`config.mk`:
```
export PLATFORM = sky130hd
export DESIGN_NAME = smk_divider
export DESIGN_NICKNAME = d
export VERILOG_FILES = /design/src/rtl/core/smk_pkg.sv /design/src/rtl/core/smk_divider.sv
export SDC_FILE = /design/constraint.sdc
export NUM_CORES = 1
export LEC_CHECK = 0
export ABC_AREA = 1
export BUFFER_PORTS_ARGS = -buffer_cell sky130_fd_sc_hd__buf_2
export CORE_UTILIZATION = 45
export CTS_BUF_LIST = sky130_fd_sc_hd__clkbuf_8
export CTS_CLUSTER_DIAMETER = 30
export DETAILED_ROUTE_END_ITERATION = 10
export PLACE_DENSITY = 0.66
export SLEW_MARGIN = 20
export SYNTH_ARGS = -nofsm -noshare
export SYNTH_HDL_FRONTEND = slang
export SYNTH_SLANG_ARGS = --single-unit
```
`constraint.sdc`:
```
create_clock -name clk -period 3 [get_ports clk]
set_input_delay 0 -clock clk [delete_from_list [all_inputs] [get_ports clk]]
set_output_delay 0 -clock clk [all_outputs]
set_load 0.01 [all_outputs]
```
`src/rtl/core/smk_pkg.sv`:
```
`timescale 1ns / 1ps
// smk_pkg: shared types, constants and arctangent table for the swerve module
// kinematics unit. No dependencies.
package smk_pkg;

	localparam int CORDIC_STEPS_DEF = 16;
	localparam int FRAC_BITS_DEF    = 12;
	localparam int MAX_STEPS        = 24;
	localparam int GUARD            = 8;
	localparam int ZW               = 35;   // Q5.30 angle accumulator, signed
	localparam int RW               = 19;   // rebuilt wheel vector x / y
	localparam int R2W              = 32;   // w^2 + b^2
	localparam int ANG_LIM          = 25736;

	localparam logic signed [ZW-1:0] PI_Q30      = 35'sd3373259426;
	localparam logic signed [ZW-1:0] HALF_PI_Q30 = 35'sd1686629713;
	localparam logic [29:0]          INV_GAIN_Q30 = 30'd652032874;

	localparam logic [29:0] ATAN_TAB [MAX_STEPS] = '{
		30'd843314856, 30'd497837829, 30'd263043836, 30'd133525158, 30'd67021686,
		30'd33543515, 30'd16775850, 30'd8388437, 30'd4194282, 30'd2097149,
		30'd1048575, 30'd524287, 30'd262143, 30'd131071, 30'd65535, 30'd32767,
		30'd16383, 30'd8191, 30'd4095, 30'd2047, 30'd1023, 30'd511, 30'd255, 30'd127
	};

	typedef enum logic {
		CFG_POS_W = 1'b0,
		CFG_POS_B = 1'b1
	} cfg_idx_t;

	typedef struct packed {
		logic               req_type;
		logic signed [15:0] vel_x;
		logic signed [15:0] vel_y;
		logic signed [15:0] omega;
		logic signed [19:0] acc_vx;
		logic signed [19:0] acc_vy;
		logic signed [19:0] acc_omega;
	} smk_in_t;

	typedef struct packed {
		logic [16:0]        wheel_speed;
		logic signed [15:0] wheel_angle;
		logic signed [19:0] sum_vx;
		logic signed [19:0] sum_vy;
		logic signed [19:0] sum_omega;
		logic               saturated;
	} smk_out_t;

	typedef enum logic [4:0] {
		ST_IDLE,
		ST_VMB,
		ST_VMW,
		ST_VPRE,
		ST_RPRE,
		ST_CWAIT,
		ST_VMAG,
		ST_VFIN,
		ST_RFIN,
		ST_R2A,
		ST_R2B,
		ST_PB,
		ST_PW,
		ST_DIVGO,
		ST_DIV,
		ST_OMEGA,
		ST_OUT
	} smk_state_t;

endpackage

```
`src/rtl/core/smk_divider.sv`:
```
`timescale 1ns / 1ps
// smk_divider: unsigned restoring divider, one quotient bit per cycle.
// Depends on smk_pkg (divisor width).
module smk_divider #(
	parameter int W = 49
) (
	input  logic                   clk,
	input  logic                   arst_n,
	input  logic                   start,
	input  logic [W-1:0]           dividend,
	input  logic [smk_pkg::R2W-1:0] divisor,
	output logic                   done,
	output logic [W-1:0]           quotient
);
	import smk_pkg::*;

	localparam int CW = $clog2(W + 1);

	logic [R2W-1:0] rem_q;
	logic [R2W-1:0] dsr_q;
	logic [W-1:0]   quo_q;
	logic [CW-1:0]  cnt_q;
	logic           busy_q;
	logic           done_q;
	logic [R2W:0]   rem_sh;
	logic [R2W:0]   rem_sub;
	logic           fits;

	assign rem_sh  = {rem_q, quo_q[W-1]};
	assign rem_sub = rem_sh - {1'b0, dsr_q};
	assign fits    = rem_sh >= {1'b0, dsr_q};

	always_ff @(posedge clk or negedge arst_n) begin
		if (!arst_n) begin
			busy_q <= 1'b0;
			done_q <= 1'b0;
			cnt_q  <= '0;
		end else begin
			done_q <= 1'b0;
			if (start) begin
				busy_q <= 1'b1;
				cnt_q  <= CW'(W);
			end else if (busy_q) begin
				cnt_q <= cnt_q - CW'(1);
				if (cnt_q == CW'(1)) begin
					busy_q <= 1'b0;
					done_q <= 1'b1;
				end
			end
		end
	end

	// dividend bits shift out the top as quotient bits shift in
	always_ff @(posedge clk) begin
		if (start) begin
			rem_q <= '0;
			quo_q <= dividend;
			dsr_q <= divisor;
		end else if (busy_q) begin
			rem_q <= fits ? rem_sub[R2W-1:0] : rem_sh[R2W-1:0];
			quo_q <= {quo_q[W-2:0], fits};
		end
	end

	assign done     = done_q;
	assign quotient = quo_q;

endmodule

```
==> flow_metrics.tcl <==
set metrics [dict create \
    status "complete, but fails checks" \
    violations "design-rule violations" \
    antenna_left 0 \
    clock_skew_ns 0.0262 \
    clock_sinks 121 \
    path_cells "inv_1, ha_1, nand2_1, inv_1, nand2_1, nand2_1, inv_1, nand3_2, nand2_1, nand2_2, nand2_2, buf_4, nand3_1, nand2_1, inv_1, nand2_1, nand2_1" \
    cts_buffers 17 \
    final-setup-viol-count 0 \
    die_w_um 132 \
    worstPathBufferInverterCount 5 \
    cap_violations 0 \
    core_mm2 0.0165 \
    crit_required_ns 3.34 \
    cpMaxStageDelayCell "edfxtp_1" \
    critPathKind "reg -> reg" \
    power_leakage_uw 0.00520 \
    antenna_found_initial 0 \
    final-hold-violation-count 0 \
    worstReg2RegStart "dsr_q[8]" \
    period_needed_ns 2.52 \
    cp.arrival_ns 2.87 \
    crit_top_cell "nand2_1" \
    cts_htree_levels 4 \
    syn2layout_area_growth_pct 28.8 \
    clock_tree.buffer_depth 2 \
    avgSynthCellArea_um2 7.15 \
    die_h_um 132 \
    synth-main-ff-cell "edfxtp_1" \
    grt_pass1_vias 7162 \
    cp-end-kind "flop" \
    synth_edf_count 81 \
    drc 2 \
    grt_pass1_wl_um 34000 \
    syn_area_mm2 0.00757 \
    post-cts-setup-buffers 0 \
    slew_headroom_pct 33.2 \
    finalPower_uw 6870 \
    rows 47 \
    clock_latency_ns 0.47 \
    tightest_slew_ns 1.00 \
    startpoint "dsr_q[8]" \
    pin_count 134 \
    peakVddDrop_mv 0.363 \
    routed_wl_um 20300 \
    grt_setup_unrepaired "false" \
    first_pass_iters 8 \
    cts_tree "yes" \
    synth_cell_types 38 \
    clk_pin_slew_ns 0.10 \
    drtIter0Drc 397 \
    netlist_instances 1060 \
    grt_use_total_pct 24.6 \
    place_congestion 0.918 \
    viasPerCell 4.81 \
    placement.io_buffers 133 \
    initial_core_util_pct 45.8 \
    ys.warnings.count 0 \
    fp.dieArea_mm2 0.0174 \
    grt_max_degree 85 \
    slew_viol_final 0 \
    n_fill_cell 1558 \
    fin_crit_sh_pct 84.2 \
    async_flop_share_pct 6.61 \
    ys_seq_area_share_pct 43.2 \
    cpPeakStageDelay_ns 0.33 \
    tns_ns 0 \
    cts-root-buf "clkbuf_8" \
    wire_per_inst_um 13.5 \
    hold_start "start" \
    drive_gt1_share_pct 15.1 \
    nNetsFinal 1395 \
    p_per_area_mw_per_mm2 704 \
    hp-class "in -> reg" \
    start_kind "flop" \
    syn_nets 1179 \
    vias 7260 \
    overflow 0 \
    insertedDiodeCount 0 \
    critPathTopFamily "simple AND/OR/NAND/NOR gates" \
    hpwl_um 14200 \
    ys_ff_latch 121 \
    crit_fanout 18 \
    fmax_ghz 0.396 \
]
==> report_power, final <==
part	total [uW]	leakage (uW)	switching, uW	internal (uW)
sequential	2210	0.00121	160	2050
combinational	2830	0.00376	1750	1080
clock	1830	0.000232	748	1080
total	6870	0.00520	2660	4210
==> worst min-delay path: cells and delay by family <==
| family | cells | cell delay (ns) |
|---|---|---|
| buffers and inverters | 2 | 0.32 |
| AND/OR/NAND/NOR | 3 | 0.19 |
==> final cells by class <==
cell class	instances	area, um^2	area share, %
inverter	181	679	6.96
sequential	121	3270	33.5
clock inverter	15	246	2.53
tap	220	275	2.82
multi-input combinational	732	3490	35.7
timing repair buffer	223	1560	16.0
clock buffer	17	234	2.40
==> through the flow <==
step / util, % / cell area (um^2) / hold WS (ns) / setup WS [ns] / std cells
5_1_grt: 59.1 / 9760 / 0.0914 / 0.197 / 1509
3_5_place_dp: 51.1 / 8450 / -0.143 / 0.460 / 1394
6_report: 59.1 / 9760 / 0.0906 / 0.475 / 1509
4_1_cts: 59.1 / 9760 / 0.0718 / 0.443 / 1509
2_1_floorplan: - / 7570 / -0.296 / 0.455 / 1060
3_3_place_gp: 51.1 / 8450 / -0.148 / 0.497 / 1394
==> synth_stat cells (all sizes together), types with 2 or more instances <==
master  instances  area, um^2
a21oi          25         129
and2            3        18.8
buf            12        86.3
clkbuf         14        52.6
clkinv          3        11.3
dfrtp           8         200
dfxtp          32         641
edfxtp         81        2430
ha             34         425
inv           178         668
nand2         468        1780
nand3          84         425
nand3b         15         113
nand4           8        50.1
nor2           48         213
nor3            6        35.0
o21a            2        15.0
o21ai          17        85.1
o21bai          3        22.5
xnor2          13         114
==> cell families (layout without fill, tap and decap cells) <==
| kind of cell | Yosys count | count (layout) | synth area share, % |
|---|---|---|---|
| xor+xnor | 14 | 14 | 1.62 |
| compound gates | 49 | 49 | 3.49 |
| buf+inv | 207 | 436 | 10.8 |
| simple gates | 634 | 634 | 35.0 |
| flops | 121 | 121 | 43.2 |
| fa+ha+maj | 35 | 35 | 5.88 |
==> cell usage in the layout (no fill, tap or decap), types with 13 or more instances in the layout <==
cell and count:
a21oi_1 24, buf_2 132, clkbuf_8 17, dfxtp_1 32, dlygate4sd3_1 83, edfxtp_1 81
ha_1 34, inv_1 174, nand2_1 460, nand3_1 83, nand3b_1 15, nor2_1 40
xnor2_1 13
==> metal layers <==
metal,track usage [%],part of all wire (%),vias up
li1,-,-,3718
met2,41.7,47,224
met1,30.5,45,3280
met4,9.11,2.2,0
met5,0,0,-
met3,5.54,6.0,38
==> flip-flops by register name, indices dropped and copies added (netlist names) <==
register and flops:
busy_q 1, cnt_q 6, done 1, dsr_q 32
quotient 49, rem_q 32
==> worst paths after layout <==
check,endpoint,slack (ns),cells after the start
max,rem_q[26],0.48,17
min,rem_q[24],0.09,5
max reg2reg,rem_q[26],0.48,17
min reg2reg,rem_q[14],0.47,2
max in group asynchronous,cnt_q[0],2.20,3
min in group asynchronous,cnt_q[3],0.52,3
==> what timing repair did <==
item | 4_1_cts | 5_1_grt
hold buffers | 83 | 0
gates resized for setup | 0 | 0
setup endpoints to repair | 0 | 0
endpoints found under the hold margin | 89 | 0
Note: power is estimated with default switching activity, not from simulation.
