## src/rtl/core/smk_pkg.sv

```systemverilog
`timescale 1ns / 1ps
// smk_pkg: shared types, constants and arctangent table for the swerve module
// kinematics unit. No dependencies.
package smk_pkg;

	localparam int CORDIC_STEPS_DEF = 16;
	localparam int FRAC_BITS_DEF    = 12;
	localparam int MAX_STEPS        = 24;
	localparam int GUARD            = 8;
	localparam int ZW               = 35;   // Q5.30 angle accumulator, signed
	localparam int RW               = 19;   // rebuilt wheel vector x / y
	localparam int R2W              = 32;   // w^2 + b^2
	localparam int ANG_LIM          = 25736;

	localparam logic signed [ZW-1:0] PI_Q30      = 35'sd3373259426;
	localparam logic signed [ZW-1:0] HALF_PI_Q30 = 35'sd1686629713;
	localparam logic [29:0]          INV_GAIN_Q30 = 30'd652032874;

	localparam logic [29:0] ATAN_TAB [MAX_STEPS] = '{
		30'd843314856, 30'd497837829, 30'd263043836, 30'd133525158, 30'd67021686,
		30'd33543515, 30'd16775850, 30'd8388437, 30'd4194282, 30'd2097149,
		30'd1048575, 30'd524287, 30'd262143, 30'd131071, 30'd65535, 30'd32767,
		30'd16383, 30'd8191, 30'd4095, 30'd2047, 30'd1023, 30'd511, 30'd255, 30'd127
	};

	typedef enum logic {
		CFG_POS_W = 1'b0,
		CFG_POS_B = 1'b1
	} cfg_idx_t;

	typedef struct packed {
		logic               req_type;
		logic signed [15:0] vel_x;
		logic signed [15:0] vel_y;
		logic signed [15:0] omega;
		logic signed [19:0] acc_vx;
		logic signed [19:0] acc_vy;
		logic signed [19:0] acc_omega;
	} smk_in_t;

	typedef struct packed {
		logic [16:0]        wheel_speed;
		logic signed [15:0] wheel_angle;
		logic signed [19:0] sum_vx;
		logic signed [19:0] sum_vy;
		logic signed [19:0] sum_omega;
		logic               saturated;
	} smk_out_t;

	typedef enum logic [4:0] {
		ST_IDLE,
		ST_VMB,
		ST_VMW,
		ST_VPRE,
		ST_RPRE,
		ST_CWAIT,
		ST_VMAG,
		ST_VFIN,
		ST_RFIN,
		ST_R2A,
		ST_R2B,
		ST_PB,
		ST_PW,
		ST_DIVGO,
		ST_DIV,
		ST_OMEGA,
		ST_OUT
	} smk_state_t;

endpackage

```

## src/rtl/core/smk_cordic_cell.sv

```systemverilog
`timescale 1ns / 1ps
// smk_cordic_cell: one registered CORDIC micro-rotation with a fixed shift.
// Depends on smk_pkg (angle width, arctangent table).
module smk_cordic_cell #(
	parameter int XW    = 31,
	parameter int SHIFT = 0
) (
	input  logic                         clk,
	input  logic                         arst_n,
	input  logic                         vld_in,
	input  logic                         rot_in,
	input  logic signed [XW-1:0]         x_in,
	input  logic signed [XW-1:0]         y_in,
	input  logic signed [smk_pkg::ZW-1:0] z_in,
	output logic                         vld_q,
	output logic                         rot_q,
	output logic signed [XW-1:0]         x_q,
	output logic signed [XW-1:0]         y_q,
	output logic signed [smk_pkg::ZW-1:0] z_q
);
	import smk_pkg::*;

	logic signed [XW-1:0] dx;
	logic signed [XW-1:0] dy;
	logic signed [ZW-1:0] ang;
	logic                 dir;

	assign dx  = y_in >>> SHIFT;
	assign dy  = x_in >>> SHIFT;
	assign ang = $signed({{(ZW-30){1'b0}}, ATAN_TAB[SHIFT]});
	// rotate mode follows the sign of z, vectoring drives y toward zero
	assign dir = rot_in ? ~z_in[ZW-1] : (y_in[XW-1] || (y_in == '0));

	always_ff @(posedge clk or negedge arst_n) begin
		if (!arst_n) begin
			vld_q <= 1'b0;
		end else begin
			vld_q <= vld_in;
		end
	end

	always_ff @(posedge clk) begin
		rot_q <= rot_in;
		if (dir) begin
			x_q <= x_in - dx;
			y_q <= y_in + dy;
			z_q <= z_in - ang;
		end else begin
			x_q <= x_in + dx;
			y_q <= y_in - dy;
			z_q <= z_in + ang;
		end
	end

endmodule

```

## config.mk

```make
export PLATFORM = sky130hd
export DESIGN_NAME = smk_cordic_cell
export DESIGN_NICKNAME = d
export VERILOG_FILES = /design/src/rtl/core/smk_pkg.sv /design/src/rtl/core/smk_cordic_cell.sv
export SDC_FILE = /design/constraint.sdc
export NUM_CORES = 1
export LEC_CHECK = 0
export ABC_AREA = 0
export BUFFER_PORTS_ARGS = -buffer_cell sky130_fd_sc_hd__buf_4
export CAP_MARGIN = 20
export CORE_ASPECT_RATIO = 0.7
export CORE_MARGIN = 1.5
export CORE_UTILIZATION = 60
export CTS_CLUSTER_DIAMETER = 100
export DETAILED_ROUTE_END_ITERATION = 10
export PLACE_DENSITY = 0.93
export SYNTH_ARGS = -nofsm -noshare
export SYNTH_HDL_FRONTEND = slang
export SYNTH_SLANG_ARGS = --single-unit
export TNS_END_PERCENT = 1
```

## constraint.sdc

```tcl
create_clock -name clk -period 0.8 [get_ports clk]
set_input_delay 0.16 -clock clk [delete_from_list [all_inputs] [get_ports clk]]
set_output_delay 0.16 -clock clk [all_outputs]
set_load 0.02 [all_outputs]
```

==> results of run 1 <==
logic make-up after synthesis:
logic type | synth area share
adders and majority gates | 0.183
muxes | 0.0186
DFF | 0.227
xor gates and xnor gates | 0.0931
and+or+nand+nor | 0.153
buffers and inverters | 0.0656
AOI/OAI and AO/OA | 0.260
per-stage QoR:
step	setup TNS, ns	util	std cells	instance area (um^2)
after floorplan	-141.89	-	1110	8820
after global placement	-197.47	0.943	1841	13200
after detailed placement	-214.60	0.943	1841	13200
==> impl_metrics.env, run 1 <==
export IMPL_outcome="did not finish"
export IMPL_haltStage="4_1_cts"
export IMPL_tool_error="[ERROR DPL-0038] Utilization greater than 100%, impossible to legalize"
export IMPL_ios=200
export IMPL_io_buffers=199
export IMPL_gp_congestion=1.07
export IMPL_cts_root_buffer="clkbuf_16"
export IMPL_dieHeight_um=103
export IMPL_ctsResizeCount=337
export IMPL_synth_edf_count=0
export IMPL_synthTopCellsByArea="dfxtp_1 22%, ha_1 17%, xnor2_1 7.3%"
export IMPL_yosysTopAreaCell="dfxtp_1"
export IMPL_ys_warn_count=0
export IMPL_numCtsBuffers=9
export IMPL_clock_sinks=98
export IMPL_cts_path_max_buffers=2
export IMPL_netlist_instances=1110
export IMPL_cts_setup_buffers=27
export IMPL_syn_area_per_cell_um2=7.80
export IMPL_rows=36
export IMPL_ys_flop_type="dfxtp_1"
export IMPL_place_hpwl_um=35000
export IMPL_start_util=0.618
export IMPL_synthDistinctLibCells=71
export IMPL_synth_most_common_cell="a21oi_1"
export IMPL_syn_num_nets=1335
export IMPL_yosys_top_cells_count="125 x a21oi_1, 120 x ha_1, 104 x inv_1"
export IMPL_async_flop_share=0.0102
export IMPL_synth_seq_area_share=0.227
export IMPL_postCtsHoldBufs=7
export IMPL_synth_seq_cells=98
export IMPL_die_w_um=147
export IMPL_synth_top_area_frac=0.224
export IMPL_syn_area_um2=8660
export IMPL_post_place_ws_ns=-3.38
export IMPL_cts_htree_levels=3
==> run 2: changes to the inputs <==
- CORE_ASPECT_RATIO: 0.7 -> unset
- CORE_UTILIZATION: 60 -> 40
- CTS_CLUSTER_DIAMETER: 100 -> unset
- PLACE_DENSITY: 0.93 -> unset
- PLACE_DENSITY_LB_ADDON: unset -> 0.15
==> impl_metrics.env, run 2 <==
export IMPL_die_w_um=150
export IMPL_syn_num_nets=1335
export IMPL_hold_class="in -> reg"
export IMPL_required_ns=1.06
export IMPL_core_um2=21200
export IMPL_ys_warn_count=0
export IMPL_total_power_w=0.0256
export IMPL_async_flop_share=0.0102
export IMPL_hold_end="rot_q"
export IMPL_worst_setup_path_type="in -> reg"
export IMPL_numCtsBuffers=9
export IMPL_grt_busiest_layer="met2"
export IMPL_gp_congestion=0.921
export IMPL_path_clk_slew_ns=0.08
export IMPL_ir_worst_vdd_v=0.00111
export IMPL_dr_pass1_iters=5
export IMPL_rows=53
export IMPL_cp_max_fo=4
export IMPL_yosys_top_cells_count="125 x a21oi_1, 120 x ha_1, 104 x inv_1"
export IMPL_ios=200
export IMPL_met1_usage=0.358
export IMPL_hold_path_startpoint="rot_in"
export IMPL_grt_overflow=0
export IMPL_ant_nets=0
export IMPL_top_regs="z_q: 35 flops, x_q: 31 flops, y_q: 30 flops"
export IMPL_multi_input_area_um2=6680
export IMPL_fin_crit_ns=3.31
export IMPL_grt_pass1_vias=10000
export IMPL_violations="setup timing"
export IMPL_cp_arrival_ns=3.57
export IMPL_wire_per_inst_um=16.5
export IMPL_antenna_found_initial=0
export IMPL_cp_start_kind="input pin"
export IMPL_die_area_um2=22500
export IMPL_yosysTopAreaCell="dfxtp_1"
export IMPL_grt_pass1_wl_um=49900
export IMPL_ys_flop_type="dfxtp_1"
export IMPL_clock_sinks=98
export IMPL_drt_wl_total_um=32200
export IMPL_vias=10200
export IMPL_setup_violations=190
export IMPL_outcome="finished, violations left"
export IMPL_gr_usage_met3=0.0436
export IMPL_synthTopCellsByArea="dfxtp_1 22%, ha_1 17%, xnor2_1 7.3%"
export IMPL_worst_slack_ns=-2.51
export IMPL_final_cell_mix="480 x buf_4, 109 x ha_1, 108 x a21oi_1, 105 x buf_6, 103 x inv_1"
export IMPL_critPathMaxStageDelay_ns=0.43
export IMPL_syn_area_per_cell_um2=7.80
export IMPL_cts_tree="built"
export IMPL_cts_htree_levels=3
export IMPL_vias_per_cell=5.22
export IMPL_drive_gt1_frac=0.476
export IMPL_fin_crit_sh=4.14
export IMPL_endpoint_kind="flip-flop"
export IMPL_gr_usage_all_layers=0.284
export IMPL_fill_cells=1743
export IMPL_grt_max_degree=38
export IMPL_start_util=0.409
export IMPL_syn_area_um2=8660
export IMPL_synth_most_common_cell="a21oi_1"
export IMPL_top_register="z_q"
export IMPL_finalSetupTns_ns=-165.95
export IMPL_nets=1896
export IMPL_synth_edf_count=0
export IMPL_total_leakage_power_nw=7.20
export IMPL_slew_limit_headroom=0.625
export IMPL_crit_slowest_cell="or4_4"
export IMPL_final_util=0.694
export IMPL_diodes=0
export IMPL_max_freq_mhz=302
export IMPL_cap_violations=0
export IMPL_synth_seq_cells=98
export IMPL_drv_slew=0
export IMPL_largest_register_ffs=35
export IMPL_cts_path_max_buffers=2
export IMPL_use_met2=0.489
export IMPL_cellPowerDensity_nw_per_um2=1750
export IMPL_cts_root_buffer="clkbuf_16"
export IMPL_final_seq_area_um2=2080
export IMPL_whs_path_depth=2
export IMPL_netlist_instances=1110
export IMPL_drt_iter0_drc=619
export IMPL_io_buffers=199
export IMPL_drcViolationCount=0
export IMPL_synth_top_area_frac=0.224
export IMPL_place_hpwl_um=26100
export IMPL_rsz0062_at_grt="true"
export IMPL_tightest_slew_ns=0.556
export IMPL_hold_viol=0
export IMPL_dieHeight_um=150
export IMPL_final_common_cell="buf_4"
export IMPL_crit_chain="buf_4 > nor4_4 > nand4_1 > o21bai_1 > buf_4 > o21a_4 > buf_12 > ha_4 > o211ai_4 > a21oi_4 > or4_4 > a221o_1 > a21oi_4 > buf_6 > o211ai_1 > a31oi_1 > o21ai_1 > xor2_1"
export IMPL_area_growth_pct=69.5
export IMPL_synthDistinctLibCells=71
export IMPL_synth_seq_area_share=0.227
[run 2: worst max-delay path: cells and delay by family]
family | cells | cell delay [ns]
XOR/XNOR | 1 | 0.14
adder cells (fa/ha/maj) | 1 | 0.21
buffers and inverters | 4 | 0.49
AO/OA/AOI/OAI | 9 | 1.58
AND/OR/NAND/NOR | 3 | 0.99
[run 2: layer usage]
metal  vias to the layer above  routed length (um)
met3                        59                2270
met5                         -                   0
met4                         0                 902
met2                       369               15300
met1                      4716               13700
li1                       5034                   -
[run 2: metrics by stage]
stage | cell area (um^2) | setup WS [ns] | instances | hold slack, ns
floorplan | 8820 | -2.79 | 1110 | -0.136
global placement | 13300 | -3.07 | 1928 | -0.0647
detailed placement | 13300 | -3.20 | 1928 | -0.0620
CTS | 14400 | -2.50 | 1951 | 0.0507
global route | 14700 | -2.70 | 1951 | 0.0496
finish | 14700 | -2.51 | 1951 | 0.0638
[run 2: power breakdown]
part           switching, W  leakage, nW  internal (W)
registers          0.000616        0.830       0.00640
logic               0.00689         6.23       0.00723
clock network       0.00230        0.132       0.00217
total               0.00981         7.20        0.0158
[run 2: worst max path at each step]
| stage | startpoint | endpoint | slack, ns | depth (start not counted) |
|---|---|---|---|---|
| after floorplan | y_in[7] | z_q[33] | -2.79 | 16 |
| after global placement | y_in[24] | z_q[31] | -3.07 | 20 |
| after detailed placement | y_in[19] | z_q[31] | -3.20 | 20 |
| after CTS | y_in[19] | z_q[31] | -2.50 | 18 |
| after global routing | y_in[19] | z_q[31] | -2.70 | 19 |
| final | y_in[12] | z_q[31] | -2.51 | 18 |
[run 2: repair_timing]
item,in CTS,in global routing
setup endpoints to repair,190,190
setup buffers,2,0
hold endpoints to repair,6,0
gates resized for setup,239,72
pin swaps,40,9
hold buffers,6,0
[run 2: kinds of logic (layout without fill, tap and decap cells)]
| logic type | after synthesis | count (layout) | synth area share |
|---|---|---|---|
| buffers and inverters | 148 | 714 | 0.0656 |
| AND/OR/NAND/NOR | 277 | 277 | 0.153 |
| multiplexers | 16 | 16 | 0.0186 |
| flip-flops | 98 | 98 | 0.227 |
| adder cells (fa/ha/maj) | 124 | 124 | 0.183 |
| XOR/XNOR | 92 | 92 | 0.0931 |
| AO/OA/AOI/OAI | 355 | 355 | 0.260 |
[run 2: layout make-up]
class | count | share of cell area
multi-input cells | 864 | 0.455
repair buffers | 593 | 0.333
inverters | 105 | 0.0272
flip-flops and latches | 98 | 0.142
clock inverters | 7 | 0.00426
clock buffers | 9 | 0.0153
well taps | 275 | 0.0234
Note: power is estimated with default switching activity, not from simulation.
==> run 3: changes to the inputs <==
- CORE_UTILIZATION: 40 -> 45
==> impl_metrics.env, run 3 (synthesis gave the netlist of run 2 again) <==
export IMPL_largest_register_ffs=35
export IMPL_io_buffers=199
export IMPL_final_seq_area_um2=2070
export IMPL_vias=10400
export IMPL_slew_limit_headroom=0.497
export IMPL_diodes=0
export IMPL_ant_nets=0
export IMPL_final_common_cell="buf_4"
export IMPL_post_route_cell_area_um2=14700
export IMPL_dr_pass1_iters=5
export IMPL_die_area_um2=20100
export IMPL_drt_iter0_drc=716
export IMPL_cts_root_buffer="clkbuf_16"
export IMPL_endpoint_kind="flip-flop"
export IMPL_cp_start_kind="input pin"
export IMPL_hold_viol=0
export IMPL_outcome="finished, violations left"
export IMPL_max_freq_mhz=294
export IMPL_cp_max_fo=4
export IMPL_drcViolationCount=0
export IMPL_numCtsBuffers=9
export IMPL_clock_sinks=98
export IMPL_post_place_ws_ns=-3.49
export IMPL_rows=50
export IMPL_drive_gt1_frac=0.475
export IMPL_grt_overflow=0
export IMPL_start_util=0.461
export IMPL_final_util=0.783
export IMPL_fin_crit_sh=4.25
export IMPL_cap_violations=0
export IMPL_final_cell_mix="491 x buf_4, 107 x ha_1, 105 x a21oi_1, 103 x inv_1, 102 x buf_6"
export IMPL_tightest_slew_ns=0.754
export IMPL_ir_worst_vdd_v=0.00116
export IMPL_fin_crit_ns=3.40
export IMPL_gp_congestion=0.988
export IMPL_path_clk_slew_ns=0.08
export IMPL_cts_htree_levels=3
export IMPL_cellPowerDensity_nw_per_um2=1770
export IMPL_ios=200
export IMPL_top_register="z_q"
export IMPL_grt_pass1_vias=10100
export IMPL_fill_cells=1356
export IMPL_cts_path_max_buffers=2
export IMPL_grt_max_degree=62
export IMPL_worst_setup_path_type="in -> reg"
export IMPL_required_ns=1.09
export IMPL_route_met2_wl_um=16000
export IMPL_dieHeight_um=142
export IMPL_rsz0062_at_grt="true"
export IMPL_worst_slack_ns=-2.60
export IMPL_routed_wl_met3_um=2300
export IMPL_hold_class="in -> reg"
export IMPL_gr_usage_all_layers=0.315
export IMPL_setup_violations=190
export IMPL_grt_pass1_wl_um=50300
export IMPL_vias_per_cell=5.44
export IMPL_area_growth_pct=69.9
export IMPL_multi_input_area_um2=6670
export IMPL_total_leakage_power_nw=7.27
export IMPL_core_um2=18800
export IMPL_top_regs="z_q: 35 flops, x_q: 31 flops, y_q: 30 flops"
export IMPL_wire_per_inst_um=17.1
export IMPL_place_hpwl_um=26200
export IMPL_die_w_um=142
export IMPL_violations="setup timing"
export IMPL_nets=1905
export IMPL_cp_arrival_ns=3.69
export IMPL_cts_tree="built"
export IMPL_m1WireLength_um=13500
export IMPL_drt_wl_total_um=32900
export IMPL_antenna_found_initial=0
export IMPL_routed_top_layer="met4"
export IMPL_drv_slew=0
export IMPL_placed_area_um2=13300
export IMPL_holdWs_ns=0.120
[run 3: routing by layer]
metal  vias to the layer above  track usage
li1                       5045            -
met1                      4881        0.386
met2                       441        0.554
met3                        81       0.0388
met4                         0        0.140
met5                         -            0
[run 3: report_power, final]
| group | internal [W] | switching [W] | leakage (nW) |
|---|---|---|---|
| clock | 0.00276 | 0.00216 | 0.157 |
| combinational | 0.00722 | 0.00693 | 6.28 |
| sequential | 0.00638 | 0.000629 | 0.830 |
[run 3: path summary, 6_finish.rpt]
kind | from | end | depth (start not counted)
max in group asynchronous | arst_n | vld_q | 2
min in group asynchronous | arst_n | vld_q | 2
worst min-delay path | z_in[3] | z_q[3] | 3
worst max-delay path | y_in[20] | z_q[33] | 17
[run 3: worst max-delay path: stages]
cell and delay [ns]:
buf_6 0.10, nor4_4 0.36, buf_4 0.17, nand4_1 0.19, o21bai_4 0.22, o21a_4 0.21, buf_12 0.13, ha_4 0.19
o211ai_2 0.21, a21oi_4 0.06, or4_4 0.43, a221o_1 0.37, a21oi_4 0.19, o21ai_1 0.08, a31o_1 0.21, a311oi_2 0.24
xnor2_1 0.14
[run 3: layout make-up]
| type | instances | share of cell area |
|---|---|---|
| clock buffer | 10 | 0.0156 |
| clock inverter | 6 | 0.00596 |
| inverter | 105 | 0.0273 |
| multi-input combinational | 864 | 0.454 |
| sequential | 98 | 0.141 |
| tap | 234 | 0.0199 |
| timing repair buffer | 602 | 0.337 |
[run 3: stage by stage]
step	std cells	total power [W]	setup TNS [ns]
after floorplan	1110	0.0130	-141.89
after global placement	1891	0.0191	-217.80
after detailed placement	1891	0.0192	-217.36
after CTS	1919	0.0243	-176.81
after global routing	1919	0.0273	-181.28
final	1919	0.0261	-168.39
[run 3: what timing repair did]
action,4_1_cts,5_1_grt
hold buffers,6,0
pin swaps,22,18
gates cloned,0,0
gates resized for setup,18,279
setup endpoints to repair,190,190
buffers inserted,6,0
hold endpoints to repair,6,0
==> run 4: changes to the inputs <==
--- a/constraint.sdc
+++ b/constraint.sdc
@@ -3,2 +3,2 @@
 set_output_delay 0.16 -clock clk [all_outputs]
-set_load 0.02 [all_outputs]
+set_load 0.05 [all_outputs]
==> impl_metrics.env, run 4 (synthesis gave the netlist of run 2 again) <==
export IMPL_outcome="finished, violations left"
export IMPL_violations="setup timing"
export IMPL_drt_wl_total_um=34300
export IMPL_antenna_found_initial=0
export IMPL_fin_crit_sh=4.29
export IMPL_slew_limit_headroom=0.502
export IMPL_hold_class="in -> async"
export IMPL_setup_violations=190
export IMPL_drv_slew=0
export IMPL_ios=200
export IMPL_start_util=0.461
export IMPL_hold_viol=0
export IMPL_required_ns=1.08
export IMPL_final_seq_area_um2=2090
export IMPL_cp_start_kind="input pin"
export IMPL_final_util=0.799
export IMPL_dieHeight_um=142
export IMPL_path_clk_slew_ns=0.07
export IMPL_endpoint_kind="flip-flop"
export IMPL_gp_congestion=0.988
export IMPL_drcViolationCount=0
export IMPL_largest_register_ffs=35
export IMPL_grt_pass1_vias=10100
export IMPL_drt_iter0_drc=797
export IMPL_place_hpwl_um=26200
export IMPL_die_w_um=142
export IMPL_max_freq_mhz=291
export IMPL_post_place_ws_ns=-3.49
export IMPL_die_area_um2=20100
export IMPL_worst_slack_ns=-2.63
export IMPL_dr_pass1_iters=5
export IMPL_cts_root_buffer="clkbuf_16"
export IMPL_wire_per_inst_um=17.9
export IMPL_rows=50
export IMPL_cts_path_max_buffers=2
export IMPL_grt_pass1_wl_um=50300
export IMPL_top_register="z_q"
export IMPL_cap_violations=0
export IMPL_ant_nets=0
export IMPL_multi_input_area_um2=6670
export IMPL_vias=10600
export IMPL_nets=1905
export IMPL_cellPowerDensity_nw_per_um2=2010
export IMPL_area_growth_pct=73.3
export IMPL_total_leakage_power_nw=7.37
export IMPL_worst_setup_path_type="in -> reg"
export IMPL_fill_cells=1260
export IMPL_top_regs="z_q: 35 flops, x_q: 31 flops, y_q: 30 flops"
export IMPL_vias_per_cell=5.55
export IMPL_final_cell_mix="491 x buf_4, 107 x ha_1, 105 x a21oi_1, 103 x inv_1, 95 x dfxtp_2"
export IMPL_core_um2=18800
export IMPL_clock_sinks=98
export IMPL_io_buffers=199
export IMPL_cts_tree="built"
export IMPL_cp_max_fo=17
export IMPL_ir_worst_vdd_v=0.00135
export IMPL_grt_max_degree=62
export IMPL_cts_htree_levels=3
export IMPL_grt_overflow=0
export IMPL_tightest_slew_ns=0.747
export IMPL_diodes=0
export IMPL_final_common_cell="buf_4"
export IMPL_rsz0062_at_grt="true"
export IMPL_cp_arrival_ns=3.72
export IMPL_gr_usage_all_layers=0.315
export IMPL_drive_gt1_frac=0.482
export IMPL_fin_crit_ns=3.43
export IMPL_numCtsBuffers=9
==> run 4: power by group <==
| part | internal, W | total, W | leakage [nW] | switching (W) |
|---|---|---|---|---|
| Clock | 0.00276 | 0.00494 | 0.157 | 0.00218 |
| Combinational | 0.00806 | 0.0180 | 6.39 | 0.00992 |
| Sequential | 0.00643 | 0.00728 | 0.830 | 0.000848 |
==> run 4: final timing paths <==
path                          start      end  slack (ns)  depth (start not counted)
hold / removal               arst_n    vld_q        0.14                          2
min in group clk            z_in[3]   z_q[3]        0.14                          3
setup / recovery           y_in[20]  z_q[24]       -2.63                         19
max in group asynchronous    arst_n    vld_q        0.58                          2
==> run 4: area by class of cell <==
cell class	count	area share
Clock inverter	6	0.00584
Sequential cell	98	0.139
Timing Repair Buffer	602	0.349
Clock buffer	10	0.0153
Tap cell	234	0.0195
Inverter	105	0.0268
Multi-Input combinational cell	864	0.445
==> run 4: layer usage <==
metal,global-route usage,routed length (um)
met5,0,0
met4,0.140,1320
met3,0.0388,2610
met2,0.554,16900
met1,0.386,13500
==> run 4: worst max-delay path, stage by stage <==
cell and delay [ns]:
buf_6 0.10, nor4_4 0.36, buf_4 0.17, nand4_1 0.19, o21bai_4 0.22, o21a_4 0.21, inv_8 0.06, buf_6 0.17
ha_1 0.34, a21o_1 0.19, a21oi_1 0.19, o21bai_1 0.11, o21ai_0 0.23, o211ai_1 0.20, a21oi_1 0.18, buf_4 0.16
o21ai_0 0.08, a21oi_1 0.22, xnor2_1 0.14
==> run 4: per-stage QoR <==
stage / setup TNS, ns / hold WS, ns / power (W) / cells / area [um^2]
finish: -173.63 / 0.136 / 0.0302 / 1919 / 15000
CTS: -182.17 / 0.0988 / 0.0273 / 1919 / 13800
global placement: -217.80 / -0.0648 / 0.0221 / 1891 / 13300
floorplan: -142.14 / -0.136 / 0.0158 / 1110 / 8820
global route: -186.92 / 0.140 / 0.0314 / 1919 / 15000
detailed placement: -217.36 / -0.0638 / 0.0222 / 1891 / 13300
==> run 4: timing repair <==
| item | in CTS | in global routing |
|---|---|---|
| gates resized for setup | 18 | 367 |
| pin swaps | 22 | 18 |
| setup endpoints to repair | 190 | 190 |
| buffers inserted | 6 | 0 |
| endpoints found under the hold margin | 6 | 0 |
| hold buffers | 6 | 0 |
